`config.mk`:
```
export PLATFORM = sky130hd
export DESIGN_NAME = combined_simulation_relation_flat
export DESIGN_NICKNAME = d
export VERILOG_FILES = /design/src/hw/rtl/cmb_pkg.sv /design/src/hw/rtl/cmb_if.sv /design/src/hw/rtl/combined_simulation_relation.sv /design/src/hw/rtl/cmb_cell.sv /design/src/flat_wrapper.sv
export SDC_FILE = /design/constraint.sdc
export NUM_CORES = 2
export LEC_CHECK = 0
export BUFFER_PORTS_ARGS = -buffer_cell sky130_fd_sc_hd__buf_2
export CORE_MARGIN = 3
export CORE_UTILIZATION = 35
export CTS_BUF_LIST = sky130_fd_sc_hd__clkbuf_8 sky130_fd_sc_hd__clkbuf_16
export CTS_CLUSTER_SIZE = 24
export DETAILED_ROUTE_END_ITERATION = 8
export PLACE_DENSITY_LB_ADDON = 0.1
export SYNTH_ARGS = -nofsm -noshare
export SYNTH_HDL_FRONTEND = slang
export SYNTH_SLANG_ARGS = --single-unit
export TNS_END_PERCENT = 50
```
`constraint.sdc`:
```
create_clock -name clk -period 25.6 [get_ports clk]
set_input_delay 2.56 -clock clk [delete_from_list [all_inputs] [get_ports clk]]
set_output_delay 2.56 -clock clk [all_outputs]
set_load 0.1 [all_outputs]
```
`src/hw/rtl/cmb_pkg.sv`:
```
// shared types and constants of the combined simulation relation block
package cmb_pkg;

	localparam int ROW_W  = 32;
	localparam int IDX_W  = 5;
	localparam int SIZE_W = 6;
	localparam int OP_W   = 2;

	localparam logic [OP_W-1:0] OP_WR_DOWN = 2'd0;
	localparam logic [OP_W-1:0] OP_WR_UP   = 2'd1;
	localparam logic [OP_W-1:0] OP_COMPUTE = 2'd2;

	typedef struct packed {
		logic             wr_down;
		logic             wr_up;
		logic [IDX_W-1:0] row_index;
		logic [ROW_W-1:0] row_bits;
		logic             load;
		logic             shift;
		logic [ROW_W-1:0] di;
		logic [ROW_W-1:0] mask;
	} cmb_ctrl_t;

endpackage

```
`src/hw/rtl/cmb_if.sv`:
```
// valid/ready channels for command items and result items
interface cmb_in_if import cmb_pkg::*; ();
	logic             valid;
	logic             ready;
	logic [OP_W-1:0]  opcode;
	logic [IDX_W-1:0] row_index;
	logic [ROW_W-1:0] row_bits;

	modport source (output valid, output opcode, output row_index, output row_bits,
		input ready);
	modport sink (input valid, input opcode, input row_index, input row_bits,
		output ready);
endinterface

interface cmb_out_if import cmb_pkg::*; ();
	logic             valid;
	logic             ready;
	logic [IDX_W-1:0] result_row;
	logic [ROW_W-1:0] result_bits;
	logic             last;

	modport source (output valid, output result_row, output result_bits, output last,
		input ready);
	modport sink (input valid, input result_row, input result_bits, input last,
		output ready);
endinterface

```
`src/hw/rtl/combined_simulation_relation.sv`:
```
// top level: row sequencer, chain of relation cells and result register
// write items are taken whenever the sequencer is idle; cmd.ready is high only while no compute runs
// compute: per row of the effective size n, one column pass (ST_COMP) and one check pass (ST_RES)
//   across the cell chain; a result row that rsp does not take holds the row walk in ST_RES
// reset clears the sequencer, output valid and the size register size_q (to 32);
//   relation rows are undefined until written
module combined_simulation_relation import cmb_pkg::*; #(
	parameter int MAX_STATES = 32
) (
	input  logic              clk,
	input  logic              arst_n,
	input  logic              cfg_we,
	input  logic [SIZE_W-1:0] cfg_wdata,
	cmb_in_if.sink            cmd,
	cmb_out_if.source         rsp
);

	localparam int ROW_LIMIT = (MAX_STATES < ROW_W) ? MAX_STATES : ROW_W;
	localparam int CNT_W     = $clog2(ROW_LIMIT);
	localparam logic [SIZE_W-1:0] LIMIT_V = SIZE_W'(ROW_LIMIT);

	localparam logic [1:0] ST_IDLE = 2'd0;
	localparam logic [1:0] ST_COMP = 2'd1;
	localparam logic [1:0] ST_RES  = 2'd2;

	logic [1:0]        state_q;
	logic [SIZE_W-1:0] size_q;
	logic [CNT_W-1:0]  cnt_q;
	logic [ROW_W-1:0]  comp_s1;
	logic              out_valid_q;
	logic [IDX_W-1:0]  out_row_q;
	logic [ROW_W-1:0]  out_bits_q;
	logic              out_last_q;

	logic [SIZE_W-1:0] n_eff;
	logic [ROW_W-1:0]  mask;
	logic              cmd_fire;
	logic              is_last;
	logic              res_fire;
	cmb_ctrl_t         ctrl;
	logic [ROW_W-1:0]  rot_w [ROW_LIMIT+1];
	logic [ROW_LIMIT-1:0] comp_bits;
	logic [ROW_LIMIT-1:0] res_bits;

	always_comb begin
		if (size_q == '0) begin
			n_eff = SIZE_W'(1);
		end else if (size_q > LIMIT_V) begin
			n_eff = LIMIT_V;
		end else begin
			n_eff = size_q;
		end
		for (int b = 0; b < ROW_W; b++) begin
			mask[b] = (SIZE_W'(b) < n_eff);
		end
	end

	assign cmd.ready = (state_q == ST_IDLE);
	assign cmd_fire  = cmd.valid & cmd.ready;
	assign is_last   = (SIZE_W'(cnt_q) == n_eff - SIZE_W'(1));
	assign res_fire  = (state_q == ST_RES) & (~out_valid_q | rsp.ready);

	always_comb begin
		ctrl.wr_down   = cmd_fire & (cmd.opcode == OP_WR_DOWN);
		ctrl.wr_up     = cmd_fire & (cmd.opcode == OP_WR_UP);
		ctrl.row_index = cmd.row_index;
		ctrl.row_bits  = cmd.row_bits;
		ctrl.load      = cmd_fire & (cmd.opcode == OP_COMPUTE);
		ctrl.shift     = (state_q == ST_COMP);
		ctrl.di        = rot_w[0];
		ctrl.mask      = mask;
	end

	assign rot_w[ROW_LIMIT] = '0;

	for (genvar j = 0; j < ROW_LIMIT; j++) begin : g_cell
		cmb_cell #(
			.IDX(j)
		) u_cell (
			.clk      (clk),
			.ctrl     (ctrl),
			.rot_in   (rot_w[j+1]),
			.comp     (comp_s1),
			.rot_out  (rot_w[j]),
			.comp_bit (comp_bits[j]),
			.res_bit  (res_bits[j])
		);
	end

	always_ff @(posedge clk or negedge arst_n) begin
		if (!arst_n) begin
			size_q <= SIZE_W'(32);
		end else if (cfg_we) begin
			size_q <= cfg_wdata;
		end
	end

	always_ff @(posedge clk or negedge arst_n) begin
		if (!arst_n) begin
			state_q     <= ST_IDLE;
			cnt_q       <= '0;
			out_valid_q <= 1'b0;
		end else begin
			unique case (state_q)
				ST_IDLE: begin
					if (ctrl.load) begin
						state_q <= ST_COMP;
						cnt_q   <= '0;
					end
				end
				ST_COMP: begin
					state_q <= ST_RES;
				end
				ST_RES: begin
					if (res_fire) begin
						if (is_last) begin
							state_q <= ST_IDLE;
						end else begin
							state_q <= ST_COMP;
							cnt_q   <= cnt_q + CNT_W'(1);
						end
					end
				end
				default: begin
					state_q <= ST_IDLE;
				end
			endcase
			if (res_fire) begin
				out_valid_q <= 1'b1;
			end else if (rsp.ready) begin
				out_valid_q <= 1'b0;
			end
		end
	end

	always_ff @(posedge clk) begin
		if (state_q == ST_COMP) begin
			comp_s1 <= ROW_W'(comp_bits);
		end
		if (res_fire) begin
			out_row_q  <= IDX_W'(cnt_q);
			out_bits_q <= ROW_W'(res_bits);
			out_last_q <= is_last;
		end
	end

	assign rsp.valid       = out_valid_q;
	assign rsp.result_row  = out_row_q;
	assign rsp.result_bits = out_bits_q;
	assign rsp.last        = out_last_q;

	a_compute_starts: assert property (@(posedge clk) disable iff (!arst_n)
		ctrl.load |=> state_q == ST_COMP)
		else $error("compute item did not start the row walk");

	a_bits_in_size: assert property (@(posedge clk) disable iff (!arst_n)
		rsp.valid |-> (rsp.result_bits & ~mask) == '0)
		else $error("result bits set beyond relation size");

	a_last_row: assert property (@(posedge clk) disable iff (!arst_n)
		(rsp.valid && rsp.last) |-> SIZE_W'(rsp.result_row) == n_eff - SIZE_W'(1))
		else $error("last marker on wrong row");

	a_comp_in_size: assert property (@(posedge clk) disable iff (!arst_n)
		(state_q == ST_RES) |-> (comp_s1 & ~mask) == '0)
		else $error("composition bits set beyond relation size");

endmodule

```
`src/hw/rtl/cmb_cell.sv`:
```
// one cell of the chain: holds one downward and one upward row, one column of the result
module cmb_cell import cmb_pkg::*; #(
	parameter int IDX = 0
) (
	input  logic             clk,
	input  cmb_ctrl_t        ctrl,
	input  logic [ROW_W-1:0] rot_in,
	input  logic [ROW_W-1:0] comp,
	output logic [ROW_W-1:0] rot_out,
	output logic             comp_bit,
	output logic             res_bit
);

	localparam logic [IDX_W-1:0] IDX_V = IDX_W'(IDX);

	logic [ROW_W-1:0] down_q;
	logic [ROW_W-1:0] up_q;
	logic [ROW_W-1:0] rot_q;

	always_ff @(posedge clk) begin
		if (ctrl.wr_down && ctrl.row_index == IDX_V) begin
			down_q <= ctrl.row_bits;
		end
		if (ctrl.wr_up && ctrl.row_index == IDX_V) begin
			up_q <= ctrl.row_bits;
		end
		if (ctrl.load) begin
			rot_q <= down_q;
		end else if (ctrl.shift) begin
			rot_q <= rot_in;
		end
	end

	assign rot_out  = rot_q;
	// composition column: some k with down(i,k) and up(j,k)
	assign comp_bit = ctrl.mask[IDX] & (|(ctrl.di & ctrl.mask & up_q));
	// keep pair only if down(j) is covered by the composition row
	assign res_bit  = comp[IDX] & ~(|(down_q & ctrl.mask & ~comp));

endmodule
```
`src/flat_wrapper.sv`:
```
// flat-port wrapper written by rule: the top's interface ports become plain ports
module combined_simulation_relation_flat import cmb_pkg::*;
#(
	parameter int MAX_STATES = 32
)
  (clk, arst_n, cfg_we, cfg_wdata, cmd_valid, cmd_opcode, cmd_row_index, cmd_row_bits, cmd_ready, rsp_valid, rsp_result_row, rsp_result_bits, rsp_last, rsp_ready);
  cmb_in_if cmd_i ();
  cmb_out_if rsp_i ();
  input  logic clk;
  input  logic arst_n;
  input  logic cfg_we;
  input  logic [SIZE_W-1:0] cfg_wdata;
  input wire logic [$bits(cmd_i.valid)-1:0] cmd_valid;
  input wire logic [$bits(cmd_i.opcode)-1:0] cmd_opcode;
  input wire logic [$bits(cmd_i.row_index)-1:0] cmd_row_index;
  input wire logic [$bits(cmd_i.row_bits)-1:0] cmd_row_bits;
  output wire logic [$bits(cmd_i.ready)-1:0] cmd_ready;
  output wire logic [$bits(rsp_i.valid)-1:0] rsp_valid;
  output wire logic [$bits(rsp_i.result_row)-1:0] rsp_result_row;
  output wire logic [$bits(rsp_i.result_bits)-1:0] rsp_result_bits;
  output wire logic [$bits(rsp_i.last)-1:0] rsp_last;
  input wire logic [$bits(rsp_i.ready)-1:0] rsp_ready;
  assign cmd_i.valid = cmd_valid;
  assign cmd_i.opcode = cmd_opcode;
  assign cmd_i.row_index = cmd_row_index;
  assign cmd_i.row_bits = cmd_row_bits;
  assign cmd_ready = cmd_i.ready;
  assign rsp_valid = rsp_i.valid;
  assign rsp_result_row = rsp_i.result_row;
  assign rsp_result_bits = rsp_i.result_bits;
  assign rsp_last = rsp_i.last;
  assign rsp_i.ready = rsp_ready;
  combined_simulation_relation #(.MAX_STATES(MAX_STATES)) u_core (.clk(clk), .arst_n(arst_n), .cfg_we(cfg_we), .cfg_wdata(cfg_wdata), .cmd(cmd_i), .rsp(rsp_i));
endmodule
```
Word-level counts from Yosys, hierarchy flattened
Index checks and enable logic that the tools add are counted.

word-level totals
  output and inout port bits = 40
  input bits = 50
  register bits = 3156

operators by class
  magnitude comparators = 33
  bitwise gates (word level) = 201
  reductions and logical operators = 137
  add/subtract/negate cells = 2
  equality and inequality tests = 39
  mux-type cells = 76

operators by type and width
  cell                  count
  $and A32 B32 Y32      97
  $mux W32              64
  $reduce_or A32 Y1     64
  $lt A5 B6 Y1 const A  16
  $eq A5 B5 Y1 const B  16
  $and A1 B1 Y1         69
  $logic_and A1 B1 Y1   64
  $lt A4 B6 Y1 const A  8
  $eq A5 B4 Y1 const B  8
  $not A1 Y1            33
  $not A32 Y32          1
  $lt A3 B6 Y1 const A  4
  $eq A5 B3 Y1 const B  4
  $mux W5               3
  $lt A1 B6 Y1 const A  2
  $lt A2 B6 Y1 const A  2
  $mux W6               2
  $eq A5 B2 Y1 const B  2
  $pmux W5 S2           1
  $eq A5 B6 Y1          1
  $gt A6 B6 Y1 const B  1
  $logic_not A6 Y1      1
  $pmux W2 S3           1
  $reduce_bool A2 Y1    3
  other kinds (14)      21

Longest topological paths before layout
  depth in word-level cells = 9
  mapped depth = 15
  gate-level depth less buffers = 10

Cells and area by module
From an unflattened synthesis, not the netlist that was laid out.

unflattened totals
  cell total of the unflattened synthesis = 7686
  area, all modules = 124441.8 um^2

by module, submodules not included
  module                                   instances  cells each  area each (um^2)
  cmb_cell (u_core.g_cell[12].u_cell ...)  5          232         3781.1
  cmb_cell (u_core.g_cell[11].u_cell ...)  4          233         3786.1
  cmb_cell (u_core.g_cell[13].u_cell ...)  4          232         3783.6
  cmb_cell (u_core.g_cell[23].u_cell ...)  3          234         3786.1
  cmb_cell (u_core.g_cell[10].u_cell ...)  2          233         3788.6
  cmb_cell (u_core.g_cell[17].u_cell ...)  2          234         3787.4
  cmb_cell (u_core.g_cell[22].u_cell ...)  2          232         3784.9
  cmb_cell (u_core.g_cell[0].u_cell)       1          236         3798.6
  cmb_cell (u_core.g_cell[5].u_cell)       1          235         3793.6
  cmb_cell (u_core.g_cell[28].u_cell)      1          237         3791.1
  cmb_cell (u_core.g_cell[27].u_cell)      1          235         3789.9
  cmb_cell (u_core.g_cell[9].u_cell)       1          233         3789.9
  cmb_cell (u_core.g_cell[30].u_cell)      1          235         3788.6
  cmb_cell (u_core.g_cell[7].u_cell)       1          234         3788.6
  +4 rows                                  n/a        n/a         n/a

Least setup slack after synthesis
Ideal clock, no wire load.

  path kind = input to register
  start point = input cmd_valid
  end point = register u_core.g_cell[0].u_cell.rot_q[0] (enable)
  buffers on the path = 3
  data required time = 18549 ps
  arrival time = 20133 ps
  slack = -1584 ps
  stages on the path = 6
  library setup time = 7051 ps
  cells stage by stage = nor2b_1 -> nand3_1 -> clkbuf_1 -> clkbuf_1 -> buf_1 -> nand2_1

between the ends
  word-level cells in the longest chain between the ends = 3

RTL lines
  item                                 line                                source
  start, declared                      flat_wrapper.sv:13                  input wire logic [$bits(cmd_i.valid)-1:0] cmd_valid;
  $and A1 B1 Y1                        combined_simulation_relation.sv:59  assign cmd_fire = cmd.valid & cmd.ready;
  $and A1 B1 Y1                        combined_simulation_relation.sv:68  ctrl.load = cmd_fire & (cmd.opcode == OP_COMPUTE);
  $reduce_bool A2 Y1 (no source line)  n/a
  end signal, assigned                 cmb_cell.sv:28                      rot_q <= down_q;
  end signal, assigned                 cmb_cell.sv:30                      rot_q <= rot_in;
  end, declared                        cmb_cell.sv:18                      logic [ROW_W-1:0] rot_q;

No other way between the ends.
A chain may end at the register's enable or synchronous reset.

Final worst setup path
  start point = input cmd_valid
  end point = register u_core.g_cell[7].u_cell.rot_q[14] (enable)

between the ends
  word-level cells in the longest chain between the ends = 3

RTL lines
  item                                 line
  $and A1 B1 Y1                        combined_simulation_relation.sv:59
  $and A1 B1 Y1                        combined_simulation_relation.sv:68
  $reduce_bool A2 Y1 (no source line)  n/a
  end signal, assigned                 cmb_cell.sv:28
  end signal, assigned                 cmb_cell.sv:30
  end, declared                        cmb_cell.sv:18

No other way between the ends.

==> out/qor.yml <==
worst-path-max-fanout: 164
avgSynthCellArea_um2: 14.42
synth_top_flop_cell: "edfxtp_1"
vias: 75091
number_of_synthesized_flops_with_an_enable_pin: 3142
worst-setup-path-type: "in -> reg"
die_area_um2: 349700
dr.first_iter.drc_count: 10630
post-route-period-util_pct: 27.48
cpMaxStageDelayCell: "nand2_8"
worst_clock_skew_ps: 44.11
slowest_delay_ps: 1090
cell_internal_pwr_uw: 10040
finalHoldViolCount: 0
number_of_antenna_violations_at_the_first_check_in_global_routing: 60
post-cts-setup-buffer-count: 0
setup_viol: 0
peakVddDrop_v: 0.00007199
comb_power_share_pct: 18.1
synth_top_family_by_area: "simple AND/OR/NAND/NOR gates"
gp_routability_congestion: 0.8310
power.net_switching_uw: 4418
max_clock_freq_ghz: 0.1422
drt.antenna.violating_nets: 0
max_cap_violations: 0
critPathMostFrequentCell: "buf_12"
ys_ff_latch: 3156
timing.critical_path.required_ps: 26130
worst_pin_slew_ps: 1294
p_leak_uw: 0.04830
rsz0062_at_grt: "no"
drt-vias-per-instance: 5.604
timing.final.crit_period_ps: 7034
drc: 0
maxSlewHeadroom_pct: 13.55
grtUsageTotal_pct: 24.70
worstSetupStartpointType: "input pin"
drt-pass1-iter-count: 8
finalHoldWorstSlack_ps: 502.0
final_max_slew_viol_count: 0
share_clk_of_total_power_pct: 33.3
r2r_setup_slack_ps: 19500
cts_root_buf: "clkbuf_16"
port_buffers: 89
routed_wire_length_per_instance_um: 33.09
muxShareOfSynthArea_pct: 0.06260
cts.reportedPaths.clkPinSlew_ps: 70
floorplan.rows: 214
synthesis.instances: 8317
yosys.cell_types.count: 75
cts_resized: 0
crit_arrival_ps: 7570
post-layout-total-power_uw: 14460
cts-buffers-inserted: 347
cts_htree_levels: 5
first_pass_grt_wire_length_um: 605800
die-width_um: 591.4
simple_gate_area_share_of_the_yosys_netlist_pct: 11.95
mappedNetlistNets: 8372
hp-class: "reg -> reg"
clock_path_buffers: 4
clkSinkCount: 3156
design.core.area_um2: 340600
grt_max_degree: 191
postSynth.asyncResetShare_pct: 0.4436
area.growth.synth_to_final_pct: 15.04
seq_power_share_pct: 48.7
gr-total-overflow: 0
detailed_place_hpwl_um: 257000
sw_frac_of_total_pct: 30.56
synth.yosys.seq_area_share_pct: 78.96
die-height_um: 591.4
synth-adder-area-share_pct: 0.05216
yosys_warnings: 0
path_cells: "buf_2 > nor2b_1 > nand3_4 > nand2_8 > buf_12 > buf_4 > buf_12"
post_synthesis_share_of_cell_area_spent_on_xor_and_xnor_gates_pct: 0.05112
vias_in_the_first_global_route: 73143
critPathCaptureType: "register"
status: "finished, final reports clean"
setup_tns_ps: 0
layout.nets: 8586
floorplan.io_pins: 90
cts_tree: "built"
cts-hold-fix-buffers: 0
final_layout_size_suffix_gt1_share_pct: 10.60
drt_wl_total_um: 443400
synth_compound_gate_area_share_pct: 7.353
worst_skew_pair.late_latency_ps: 930
pd_cells_nw_per_um2: 104.8
initial_utilization_pct: 35.21
netlist_area_um2: 119900
[Yosys cell counts, types with 5 or more instances]
library cell     n  area (µm²)
o2bb2ai_1        6       52.55
nand2b_1         7       43.79
a32oi_1         14       122.6
xnor2_1          6       52.55
inv_1           20       75.07
and2_1          37       231.5
nor2_1         100       375.4
a2111oi_0        9       78.83
o21a_1           5       37.54
nand4_1        103       644.4
buf_1           29       108.9
a221o_1         39       390.4
a22oi_1        387        2905
edfxtp_1      3142       94350
a221oi_1       174        1524
dfrtp_1         13       325.3
o211ai_1         6       45.04
clkbuf_1       363        1363
a21boi_1         9       67.56
nor2b_1         22       137.6
nor3_1          22       110.1
ha_1             5       62.56
a22o_1         174        1524
buf_2           58       290.3
a222oi_1       107        1071
nand3_1         82       410.4
nand2_1       3132       11760
and3_1          15       93.84
o31a_1           7       61.31
and4_1          27       236.5
o21ai_0         36       180.2
nor4_1          19       118.9
a31oi_1         26       162.7
a21oi_1         45       225.2
[path summary, 6_finish.rpt]
| check | start | to | cells past startpoint |
|---|---|---|---|
| hold reg to reg | u_core.g_cell[20].u_cell.rot_out[13] | u_core.g_cell[19].u_cell.rot_out[13] | 2 |
| max in group asynchronous | arst_n | u_core.size_q[4] | 1 |
| hold / removal | u_core.g_cell[20].u_cell.rot_out[13] | u_core.g_cell[19].u_cell.rot_out[13] | 2 |
| setup / recovery | cmd_valid | u_core.g_cell[7].u_cell.rot_out[14] | 7 |
| min in group asynchronous | arst_n | u_core.rsp.valid | 1 |
| setup reg to reg | u_core.size_q[5] | u_core.comp_s1[4] | 12 |
[power groups by stage]
stage	logic, µW	registers, µW	clock network, µW
global placement	2610	7150	0
finish	2610	7040	4810
detailed placement	2630	7120	0
floorplan	1300	7400	0
global route	2800	7070	5090
CTS	2630	7030	4900
[layer usage]
layer	track usage [%]	wire length (µm)
met4	6.943	12580
met3	3.272	32570
met5	0	13
met2	39.35	207500
met1	35.48	190800
[metrics by stage]
step	setup slack, ps	area, µm²	util [%]	std cells
CTS	18620	137800	40.47	13350
floorplan	8910	119900	-	8317
detailed placement	17610	127100	37.31	12718
global route	18270	137900	40.50	13389
finish	18570	138000	40.51	13399
global placement	17730	127100	37.31	12718
[cell families (layout without fill, tap and decap cells)]
family          Yosys count  after routing
other cells               0             49
buf+inv                 475            972
xor+xnor                  7              7
flops                  3156           3156
simple gates           3585           3585
mux                       7              7
compound gates         1082           1082
fa+ha+maj                 5              5
[cells in the final DEF, fill, tap and decap left out, types with 9 or more instances in the layout]
cell type  synthesis  routed
o21ai_0           36      36
a221o_1           39      39
clkinv_1           0      85
nor2b_1           22      10
and2_1            37      35
and3_1            15      14
buf_12             0      10
a221oi_1         174     174
edfxtp_1        3142    3142
nor3_1            22      22
a32oi_1           14      14
nor2_4             0      51
a22oi_1          387     387
a2111oi_0          9       9
diode_2            0      49
nor2_2             0      29
buf_4              2     251
a22o_1           174     174
dfrtp_1           13      12
bufinv_16          0      20
a31oi_1           26      23
nor2b_4            0      12
and4_1            27      27
a21boi_4           0      10
inv_1             20     108
a21oi_1           45      34
nand4_1          103     103
clkinv_2           0      56
a222oi_1         107     107
nor2_1           100      20
buf_2             58      57
a21oi_4            0      11
clkbuf_16          0     355
nor4_1            19      18
nand2_1         3132    3130
nand3_1           82      79
[flip-flops by register name, summed over array words and instances, names as in the netlist, 2 cells and up]
register,flops
u_core.rsp.result_row,5
u_core.cnt_q,5
u_core.g_cell.u_cell.rot_out,1024
u_core.state_q,2
u_core.comp_s1,32
u_core.g_cell.u_cell.up_q,1024
u_core.size_q,6
u_core.g_cell.u_cell.down_q,1024
u_core.rsp.result_bits,32
[critical path, delay by kind of cell]
family	cells	cell delay [ps]
buffers and inverters	4	2380
and+or+nand+nor	3	2310
[cell type report]
class | instances | area [µm²]
fillers | 31653 | 202600
flip-flops and latches | 3156 | 94710
multi-input cells | 4686 | 24240
clock buffers | 360 | 8952
well taps | 4536 | 5675
repair buffers | 319 | 2381
clock inverters | 272 | 1802
diodes | 49 | 122.6
inverters | 21 | 80.08
(Power assumes the default switching activity.)
